<file path="src/rtl/assert_macros.svh">
// ---------------------------------------------------------------------------
// Assertion macros
// Concurrent assertion shorthands, clocked on clk with synchronous rst_n.
// ---------------------------------------------------------------------------
`ifndef ASSERT_MACROS_SVH
`define ASSERT_MACROS_SVH

`ifndef SYNTHESIS
`define ASSERT_IMPLY(label, ante, cons) \
  label: assert property (@(posedge clk) disable iff (!rst_n) (ante) |-> (cons)) \
    else $error("assertion failed");
`define ASSERT_NEVER(label, expr) \
  label: assert property (@(posedge clk) disable iff (!rst_n) !(expr)) \
    else $error("assertion failed");
`else
`define ASSERT_IMPLY(label, ante, cons)
`define ASSERT_NEVER(label, expr)
`endif

`endif

</file>
<file path="src/rtl/dsi_pkg.sv">
// ---------------------------------------------------------------------------
// Drive safety interlock package
// Action codes, register indexes, fixed-point limits and shared types.
// ---------------------------------------------------------------------------
package dsi_pkg;

  typedef enum logic [2:0] {
    ACT_DRIVE  = 3'd0,
    ACT_ARM    = 3'd1,
    ACT_DISARM = 3'd2,
    ACT_ESTOP  = 3'd3,
    ACT_CLEAR  = 3'd4,
    ACT_TICK   = 3'd5
  } dsi_action_t;

  localparam int unsigned CFG_IDX_W = 1;
  localparam int unsigned CFG_DATA_W = 16;

  localparam logic [CFG_IDX_W-1:0] REG_WDT_TIMEOUT = 1'd0;
  localparam logic [CFG_IDX_W-1:0] REG_ARM_AT_RESET = 1'd1;

  localparam logic [15:0] WDT_RESET = 16'd500;

  localparam logic signed [15:0] Q_ONE = 16'sd16384;
  localparam logic signed [15:0] Q_NEG_ONE = -16'sd16384;
  localparam logic signed [15:0] Q_ZERO = 16'sd0;

  localparam logic [16:0] IDLE_MAX = 17'h1FFFF;

  typedef struct packed {
    logic [2:0]         action;
    logic               has_steer;
    logic signed [15:0] steer;
    logic               has_throttle;
    logic signed [15:0] throttle;
  } dsi_item_t;

  typedef struct packed {
    logic signed [15:0] steer;
    logic signed [15:0] throttle;
    logic               armed;
    logic               estop;
    logic               forced;
    logic               expired;
  } dsi_result_t;

  function automatic logic signed [15:0] clamp_unit(input logic signed [15:0] v);
    logic signed [15:0] r;
    if (v > Q_ONE) begin
      r = Q_ONE;
    end else if (v < Q_NEG_ONE) begin
      r = Q_NEG_ONE;
    end else begin
      r = v;
    end
    return r;
  endfunction

endpackage

</file>
<file path="src/rtl/drive_safety_interlock.sv">
// ---------------------------------------------------------------------------
// Drive safety interlock
// Arm/disarm, e-stop latch and idle watchdog in front of steer and throttle.
// ---------------------------------------------------------------------------
// One transaction is accepted per clock while in_stall is low, and each one
// returns exactly one result transaction: the input register feeds a
// combinational state update whose result is captured in the output
// register, and back-to-back transactions run at full rate while out_stall
// is low. out_stall holds the output register and, once the input register
// is also full, raises in_stall. Configuration is written through cfg_we
// with no read-back; the user must write it only while no transaction is in
// flight, which the block itself does not enforce. Writing the arm-at-reset
// index loads cfg_wdata[0] into the armed flag unless e-stop is latched.
`include "assert_macros.svh"

module drive_safety_interlock import dsi_pkg::*; (
  input  logic                  clk,
  input  logic                  rst_n,
  input  logic                  cfg_we,
  input  logic [CFG_IDX_W-1:0]  cfg_index,
  input  logic [CFG_DATA_W-1:0] cfg_wdata,
  input  logic                  in_valid,
  output logic                  in_stall,
  input  logic [2:0]            in_action,
  input  logic                  in_has_steer,
  input  logic signed [15:0]    in_steer_in,
  input  logic                  in_has_throttle,
  input  logic signed [15:0]    in_throttle_in,
  output logic                  out_valid,
  input  logic                  out_stall,
  output logic signed [15:0]    out_steer_out,
  output logic signed [15:0]    out_throttle_out,
  output logic                  out_armed_now,
  output logic                  out_estop_now,
  output logic                  out_forced_safe,
  output logic                  out_watchdog_expired
);

  dsi_item_t   item_r;
  logic        s1_valid_r, s1_valid_nxt;
  dsi_result_t res_r;
  dsi_result_t res;
  logic        out_valid_r, out_valid_nxt;
  logic        out_free, s1_adv, in_fire;

  assign out_free = !out_valid_r || !out_stall;
  assign s1_adv   = s1_valid_r && out_free;
  assign in_stall = s1_valid_r && !out_free;
  assign in_fire  = in_valid && !in_stall;

  assign s1_valid_nxt  = in_fire || (s1_valid_r && !s1_adv);
  assign out_valid_nxt = s1_adv || (out_valid_r && out_stall);

  always_ff @(posedge clk) begin
    if (!rst_n) begin
      s1_valid_r  <= 1'b0;
      out_valid_r <= 1'b0;
    end else begin
      s1_valid_r  <= s1_valid_nxt;
      out_valid_r <= out_valid_nxt;
    end
  end

  always_ff @(posedge clk) begin
    if (in_fire) begin
      item_r <= '{action:       in_action,
                  has_steer:    in_has_steer,
                  steer:        in_steer_in,
                  has_throttle: in_has_throttle,
                  throttle:     in_throttle_in};
    end
    if (s1_adv) begin
      res_r <= res;
    end
  end

  dsi_ctrl u_ctrl (
    .clk       (clk),
    .rst_n     (rst_n),
    .cfg_we    (cfg_we),
    .cfg_index (cfg_index),
    .cfg_wdata (cfg_wdata),
    .item_fire (s1_adv),
    .item      (item_r),
    .result    (res)
  );

  assign out_valid            = out_valid_r;
  assign out_steer_out        = res_r.steer;
  assign out_throttle_out     = res_r.throttle;
  assign out_armed_now        = res_r.armed;
  assign out_estop_now        = res_r.estop;
  assign out_forced_safe      = res_r.forced;
  assign out_watchdog_expired = res_r.expired;

  `ASSERT_NEVER(a_latch_not_armed, out_valid_r && res_r.estop && res_r.armed)
  `ASSERT_IMPLY(a_forced_neutral, out_valid_r && res_r.forced, {res_r.steer, res_r.throttle} == '0)
  `ASSERT_IMPLY(a_expired_forced, out_valid_r && res_r.expired, res_r.forced && !res_r.estop)
  `ASSERT_IMPLY(a_steer_range, out_valid_r, res_r.steer <= Q_ONE && res_r.steer >= Q_NEG_ONE)

endmodule

</file>
<file path="src/rtl/dsi_ctrl.sv">
// ---------------------------------------------------------------------------
// Interlock state and update logic
// Holds arming, latch, timeout, idle count, held outputs; computes one result.
// ---------------------------------------------------------------------------
module dsi_ctrl import dsi_pkg::*; (
  input  logic                  clk,
  input  logic                  rst_n,
  input  logic                  cfg_we,
  input  logic [CFG_IDX_W-1:0]  cfg_index,
  input  logic [CFG_DATA_W-1:0] cfg_wdata,
  input  logic                  item_fire,
  input  dsi_item_t             item,
  output dsi_result_t           result
);

  logic [15:0]        wdt_r;
  logic               armed_r, armed_nxt;
  logic               estop_r, estop_nxt;
  logic [16:0]        idle_r, idle_nxt;
  logic signed [15:0] steer_r, steer_nxt;
  logic signed [15:0] throttle_r, throttle_nxt;
  logic               forced, expired;
  logic [16:0]        idle_inc;

  assign idle_inc = (idle_r == IDLE_MAX) ? idle_r : idle_r + 17'd1;

  always_comb begin
    armed_nxt    = armed_r;
    estop_nxt    = estop_r;
    idle_nxt     = idle_r;
    steer_nxt    = steer_r;
    throttle_nxt = throttle_r;
    forced       = 1'b0;
    expired      = 1'b0;
    case (dsi_action_t'(item.action))
      ACT_DRIVE: begin
        idle_nxt = '0;
        if (!estop_r && armed_r) begin
          if (item.has_steer) steer_nxt = clamp_unit(item.steer);
          if (item.has_throttle) throttle_nxt = clamp_unit(item.throttle);
        end
      end
      ACT_ARM: begin
        if (!estop_r) armed_nxt = 1'b1;
      end
      ACT_DISARM: begin
        if (!estop_r) begin
          armed_nxt = 1'b0;
          forced    = 1'b1;
        end
      end
      ACT_ESTOP: begin
        estop_nxt = 1'b1;
        armed_nxt = 1'b0;
        forced    = 1'b1;
      end
      ACT_CLEAR: begin
        estop_nxt = 1'b0;
        forced    = 1'b1;
      end
      ACT_TICK: begin
        idle_nxt = idle_inc;
        if (estop_r || !armed_r) begin
          forced = 1'b1;
        end else if (wdt_r != 16'd0 && idle_inc > {1'b0, wdt_r}) begin
          forced  = 1'b1;
          expired = 1'b1;
        end
      end
      default: begin
      end
    endcase
    if (forced) begin
      steer_nxt    = Q_ZERO;
      throttle_nxt = Q_ZERO;
    end
  end

  assign result = '{steer:    steer_nxt,
                    throttle: throttle_nxt,
                    armed:    armed_nxt,
                    estop:    estop_nxt,
                    forced:   forced,
                    expired:  expired};

  // the armed flag resets to 0; arm-at-reset is a write port with no register
  always_ff @(posedge clk) begin
    if (!rst_n) begin
      wdt_r      <= WDT_RESET;
      armed_r    <= 1'b0;
      estop_r    <= 1'b0;
      idle_r     <= '0;
      steer_r    <= Q_ZERO;
      throttle_r <= Q_ZERO;
    end else if (item_fire) begin
      armed_r    <= armed_nxt;
      estop_r    <= estop_nxt;
      idle_r     <= idle_nxt;
      steer_r    <= steer_nxt;
      throttle_r <= throttle_nxt;
    end else if (cfg_we) begin
      if (cfg_index == REG_WDT_TIMEOUT) begin
        wdt_r <= cfg_wdata;
      end else if (cfg_index == REG_ARM_AT_RESET) begin
        if (!estop_r) armed_r <= cfg_wdata[0];
      end
    end
  end

endmodule
</file>
<file path="config.mk">
export PLATFORM = sky130hd
export DESIGN_NAME = drive_safety_interlock
export DESIGN_NICKNAME = d
export VERILOG_FILES = /design/src/rtl/dsi_pkg.sv /design/src/rtl/drive_safety_interlock.sv /design/src/rtl/dsi_ctrl.sv
export VERILOG_INCLUDE_DIRS = /design/src /design/src/rtl
export SDC_FILE = /design/constraint.sdc
export NUM_CORES = 1
export LEC_CHECK = 0
export BUFFER_PORTS_ARGS = -buffer_cell sky130_fd_sc_hd__buf_2
export CAP_MARGIN = 15
export CORE_ASPECT_RATIO = 1.4
export CORE_MARGIN = 2
export CORE_UTILIZATION = 47
export CTS_BUF_LIST = sky130_fd_sc_hd__clkbuf_4
export DETAILED_ROUTE_END_ITERATION = 6
export PLACE_DENSITY = 0.7
export SETUP_SLACK_MARGIN = 0.15
export SYNTH_ARGS = -nofsm -noshare
export SYNTH_HDL_FRONTEND = slang
export SYNTH_SLANG_ARGS = --single-unit
export TNS_END_PERCENT = 10
</file>
<file path="constraint.sdc">
create_clock -name clk -period 3.9 [get_ports clk]
set_clock_uncertainty 0.15 [all_clocks]
set_input_delay 0.585 -clock clk [delete_from_list [all_inputs] [get_ports clk]]
set_output_delay 0.585 -clock clk [all_outputs]
set_load 0.02 [all_outputs]
</file>
# == Yosys cells after proc, flatten, opt, wreduce, memory -nomap -nowiden ==
# Cells that the tools add are included.
# classes
addsub,1
order_cmp,5
n_eq_ne,7
muxes,26
bitwise,3
reduce_logical,28
# ops
cell,n
16-bit 2-to-1 mux,12
17-bit one-hot mux with 2 select lines,1
"16-bit greater-than comparator, second input constant",2
"16-bit by 15-bit < comparator with 1-bit output, second input constant",2
"17-bit by 1-bit adder with 17-bit output, second input constant",1
"17-bit equality test, second input constant",1
17-bit by 16-bit greater-than comparator with 1-bit output,1
17-bit 2-to-1 mux,1
16-bit nonzero test,1
1-bit 2-to-1 mux,9
1-bit logical AND,7
1-bit logical NOT,7
"3-bit by 2-bit equality test with 1-bit output, second input constant",2
"3-bit equality test, second input constant",2
1-bit one-hot mux with 3 select lines,2
3-bit AND reduction,2
2-bit nonzero test,3
1-bit logical OR,4
2-bit OR reduction,2
"3-bit by 1-bit equality test with 1-bit output, second input constant",1
3-bit logical NOT,1
1-bit NOT,3
"2-bit != test, second input constant",1
1-bit one-hot mux with 2 select lines,1
2-bit AND reduction,1
# word_totals
register_bits,142
in_bits,59
output_inout_bits,38
elab_cells,89

# == Logic depth before layout (Yosys ltp) ==
# logic_depth
depth_word,8
depth_mapped,15
mapped_depth_nobuf,12

# == Cells and area by module ==
# From an unflattened synthesis, not the netlist that was laid out.
# hier_totals
cells_unflattened,612
hier_area_um2,6702.7
# by_module_without_submodules
mod,instances,cells_per_inst,area_each_um2,seq_area_each_um2
dsi_ctrl,1,531,4426.7,1341.3
drive_safety_interlock,1,81,2275.9,2232.1

# == Worst setup path after synthesis ==
# Ideal clock, no wire load.
# synth_path
kind,register to register
start,register u_ctrl.idle_r[9]
end,register res_r (netlist bit out_steer_out[0]) (data pin)
setup_ps,270
arrival_time_ps,3283
required_time_ps,3480
slack_ps,197
stages_incl_launch_ff,15
path_buffers,3
synth_period_minus_slack_ps,3703
cell_sequence,dfxtp_1 nand4_2 or4_4 buf_6 o211ai_2 nor3_1 xnor2_1 ha_1 nand3_1 nor4_1 o31a_1 o311a_1 buf_2 buf_1 nor3_1
# synth_rtl
element,line,source
start: declaration,dsi_ctrl.sv:19,"logic [16:0] idle_r, idle_nxt;"
start signal: assignment,dsi_ctrl.sv:98,idle_r <= idle_nxt;
end signal: assignment,drive_safety_interlock.sv:73,res_r <= res;
end: declaration,drive_safety_interlock.sv:41,dsi_result_t res_r;

==> results.txt <==
The share of layout cells above drive strength 1 came out at 0.301. In the routed design, unresolved DRC markers number 0. The largest individual stage delay along the critical path comes from the cell or4_4. The number of routed nets with antenna violations came out at 0.

The number of global-route vias before repair is 5569. The pin count of the biggest net entering global routing is 48. Pin placement for this block handled 97 I/O pins.

The total standard cell area after synthesis came out at 6640 sq um. The congestion estimate from routability-driven global placement came to 0.843. Setup repair after global routing could not meet its margin everywhere.

The final setup violation count came out at 0. Leaving out fill and tap cells, the most frequent cell in the layout is buf_2. The final number of hold-violating endpoints came out at 0. The clock drives 142 sinks. The synthesis-to-layout area growth is 21.5%. The longest individual stage delay on the worst path came out at 530 ps. Dividing the final minimum period by the clock period gives 0.939. The number of rows in the core area is 51. The initial standard-cell utilization of the core came out at 0.479. The worst endpoint required time is 4050 ps. The total power divided by cell area came out at 359 nW/um^2. The smallest hold slack is approximately 51 ps. The time the final worst path needs with I/O delays and setup came out at approximately 3700 ps. In the synthesized netlist, the number of instances is 647.

The global routing usage summed across all routing layers came out at 0.221. In this run the worst hold path is classified as input port to flip-flop. The detail-routed net length per standard cell came out at 17.5 microns. The critical path in this run is classified as flip-flop to flip-flop. The post-route setup TNS came out at 0 ps. The tree is rooted in a clkbuf_4. For this design the static power due to leakage is 3.08 nW. The via density per instance came out at 5.74. The critical path capture point type is a flip-flop.

The arrival time at the worst endpoint is 3810 ps. The chip width came out at approximately 100 microns. The clock slew at the register clock pins of the worst setup and hold paths came out at 140 ps. After legalization and detailed placement, the total HPWL measured 11.7 mm. The transition at the pin with the smallest max-transition slack is ~980 ps. The number of nets in the synthesized netlist is 723. The count of final max-slew check failures came to 0. Leaving out fill and tap cells, the most frequent cells in the layout are buf_2 (96), edfxtp_1 (73), nand2_1 (72), dfxtp_1 (65), buf_4 (44). After synthesis, the share of flip-flops with an asynchronous set or reset is 0. The maximum clock insertion buffer count came out at 2. At the end of the flow, the number of nets in the layout was ~840. The number of enable-type register cells in the synthesized netlist is 73. The primary flip-flop cell chosen by synthesis mapping is edfxtp_1. The area of the die is roughly 15000 sq um. The total number of yosys warnings is 0. The worst vdd rail ir drop is 0.253 mV. The worst setup path is launched from a flip-flop. The DRC violation total after the first TritonRoute iteration came out at 293. The pre-antenna-repair detailed-routing pass consisted of 5 iterations. The largest fanout on the critical path is 21. The clock tree from TritonCTS is built.

The H-tree depth is 4. The number of distinct standard cells referenced by the synthesized netlist is 63. The run finished with clean final reports. The total via count after detailed routing came out at roughly 5500. From bottom edge to top edge, the die measures 145 microns. The number of buffers added on ports is 96. Traced cell by cell, the critical path runs through nand3_1, or4_4, buf_4, o2111ai_2, xnor2_1, ha_1, nand2_1, nor4_4, o31a_1, o311a_4, buf_12, nor3_1. The portion of the post-synthesis area used by sequential elements came out at 0.538. The remaining global-route overflow came out at 0. The worst max-slew margin expressed relative to the limit is 0.344. The register bit total from synthesis is 142. Derived from the worst setup path, the maximum achievable clock frequency is about 0.27 GHz.

The placeable core area came out at roughly 14000 sq um. The number of antenna violations at the first check in global routing is 1. The per-instance average area after synthesis is slightly above 10 sq um. The wire length of the first global-routing pass came out at 26.3 mm. Buffers inserted during clock tree synthesis total 17. Summed over all layers, the routed wires come to 16.9 mm. Max-cap violations in this run came to 0. The clock latency of the later-clocked register in the worst-skew pair is 550 ps.
## layer usage
layer	wire length [microns]	global-route usage
met5	0	0
met4	461	0.129
met1	6590	0.245
met2	9090	0.399
met3	748	0.0370
## cell families (layout without fill, tap and decap cells)
family / count (synthesis) / count (layout) / synth area share
compound gates: 153 / 154 / 0.163
xor+xnor: 16 / 16 / 0.0211
fa+ha+maj: 17 / 17 / 0.0321
buf+inv: 68 / 200 / 0.0447
flops: 142 / 142 / 0.538
mux: 18 / 18 / 0.0300
other cells: 0 / 1 / 0
simple gates: 233 / 233 / 0.171
## timing repair
item	4_1_cts	5_1_grt
cloned	0	1
pin swaps	0	10
hold buffers	0	1
buffers inserted	0	7
endpoints found under the hold margin	0	1
endpoints found under the setup margin	48	66
gates resized for setup	3	35
## where the power goes
part,switching [mW],internal (mW)
Combinational,0.175,0.0876
Sequential,0.0318,1.62
Clock,0.624,0.352
Total,0.831,2.06
## state kept, by name, summed over array words and instances, names as in the netlist, 16 cells and up
signal,flops
out_throttle_out,16
u_ctrl.idle_r,17
u_ctrl.throttle_r,16
item_r,37
out_steer_out,16
u_ctrl.steer_r,16
u_ctrl.wdt_r,16
## area by class of cell
class                           instances  area, sq um
Inverter                               25         93.8
Clock buffer                           17          128
Antenna cell                            1         2.50
Sequential cell                       142         3580
Tap cell                              185          231
Clock inverter                         15          170
Multi-Input combinational cell        438         2990
Timing Repair Buffer                  143          861
Fill cell                            1221         5790
## synthesized netlist by cell type, drive strengths merged (2+ instances only)
master	instances	area share
xnor2	12	0.016
nor2	31	0.018
edfxtp	73	0.33
a211oi	3	0.0034
a21oi	42	0.032
nand4	7	0.0075
ha	17	0.032
a21boi	2	0.0023
nand3	37	0.028
o41ai	32	0.042
or3	2	0.0019
a41oi	4	0.0064
o22ai	3	0.0028
nor2b	6	0.0057
and2	5	0.0051
a2bb2oi	3	0.0040
a41o	2	0.0030
mux2i	3	0.0045
or4	2	0.0034
clkbuf	26	0.015
and4	3	0.0040
buf	17	0.016
mux2	15	0.025
o31ai	3	0.0034
o21ai	26	0.020
a311oi	2	0.0026
and3	3	0.0028
o2111ai	3	0.0075
nand2	73	0.041
o211ai	8	0.0098
dfxtp	69	0.21
o21a	3	0.0034
nand2b	3	0.0028
xor2	4	0.0053
or2	2	0.0019
inv	24	0.014
a21o	2	0.0023
nor3	41	0.032
nor4	15	0.014
a31oi	7	0.0066
## stage by stage
| step | utilization | worst slack [ps] | instances | power [mW] | cell area, sq um |
|---|---|---|---|---|---|
| after floorplan | - | 197 | 647 | 1.83 | 6640 |
| after global placement | 0.541 | 185 | 924 | 1.93 | 7490 |
| after detailed placement | 0.541 | 111 | 924 | 1.93 | 7490 |
| after CTS | 0.564 | 171 | 956 | 2.91 | 7810 |
| after global routing | 0.582 | 108 | 966 | 3.01 | 8060 |
| final | 0.582 | 239 | 966 | 2.89 | 8060 |
## final timing paths
path | startpoint | endpoint | slack [ps] | depth (start not counted)
max | u_ctrl.idle_r[16]$_SDFFE_PN0P_ | out_throttle_out[0]$_DFFE_PP_ | 240 | 12
min | in_steer_in[12] | item_r[29]$_DFFE_PP_ | 50 | 1
max reg2reg | u_ctrl.idle_r[16]$_SDFFE_PN0P_ | out_throttle_out[0]$_DFFE_PP_ | 240 | 12
min reg2reg | u_ctrl.steer_r[12]$_SDFFE_PN0P_ | u_ctrl.steer_r[12]$_SDFFE_PN0P_ | 340 | 2
## worst max-delay path, delay by kind of cell, from the launching register on
kind                     cells  cell delay, ps
XOR/XNOR                     1             100
flip-flops                   1             450
buffers and inverters        2             350
adder cells (fa/ha/maj)      1             300
AND/OR/NAND/NOR              5            1210
AO/OA/AOI/OAI                3             850
Power figures use the tool's default switching activity.
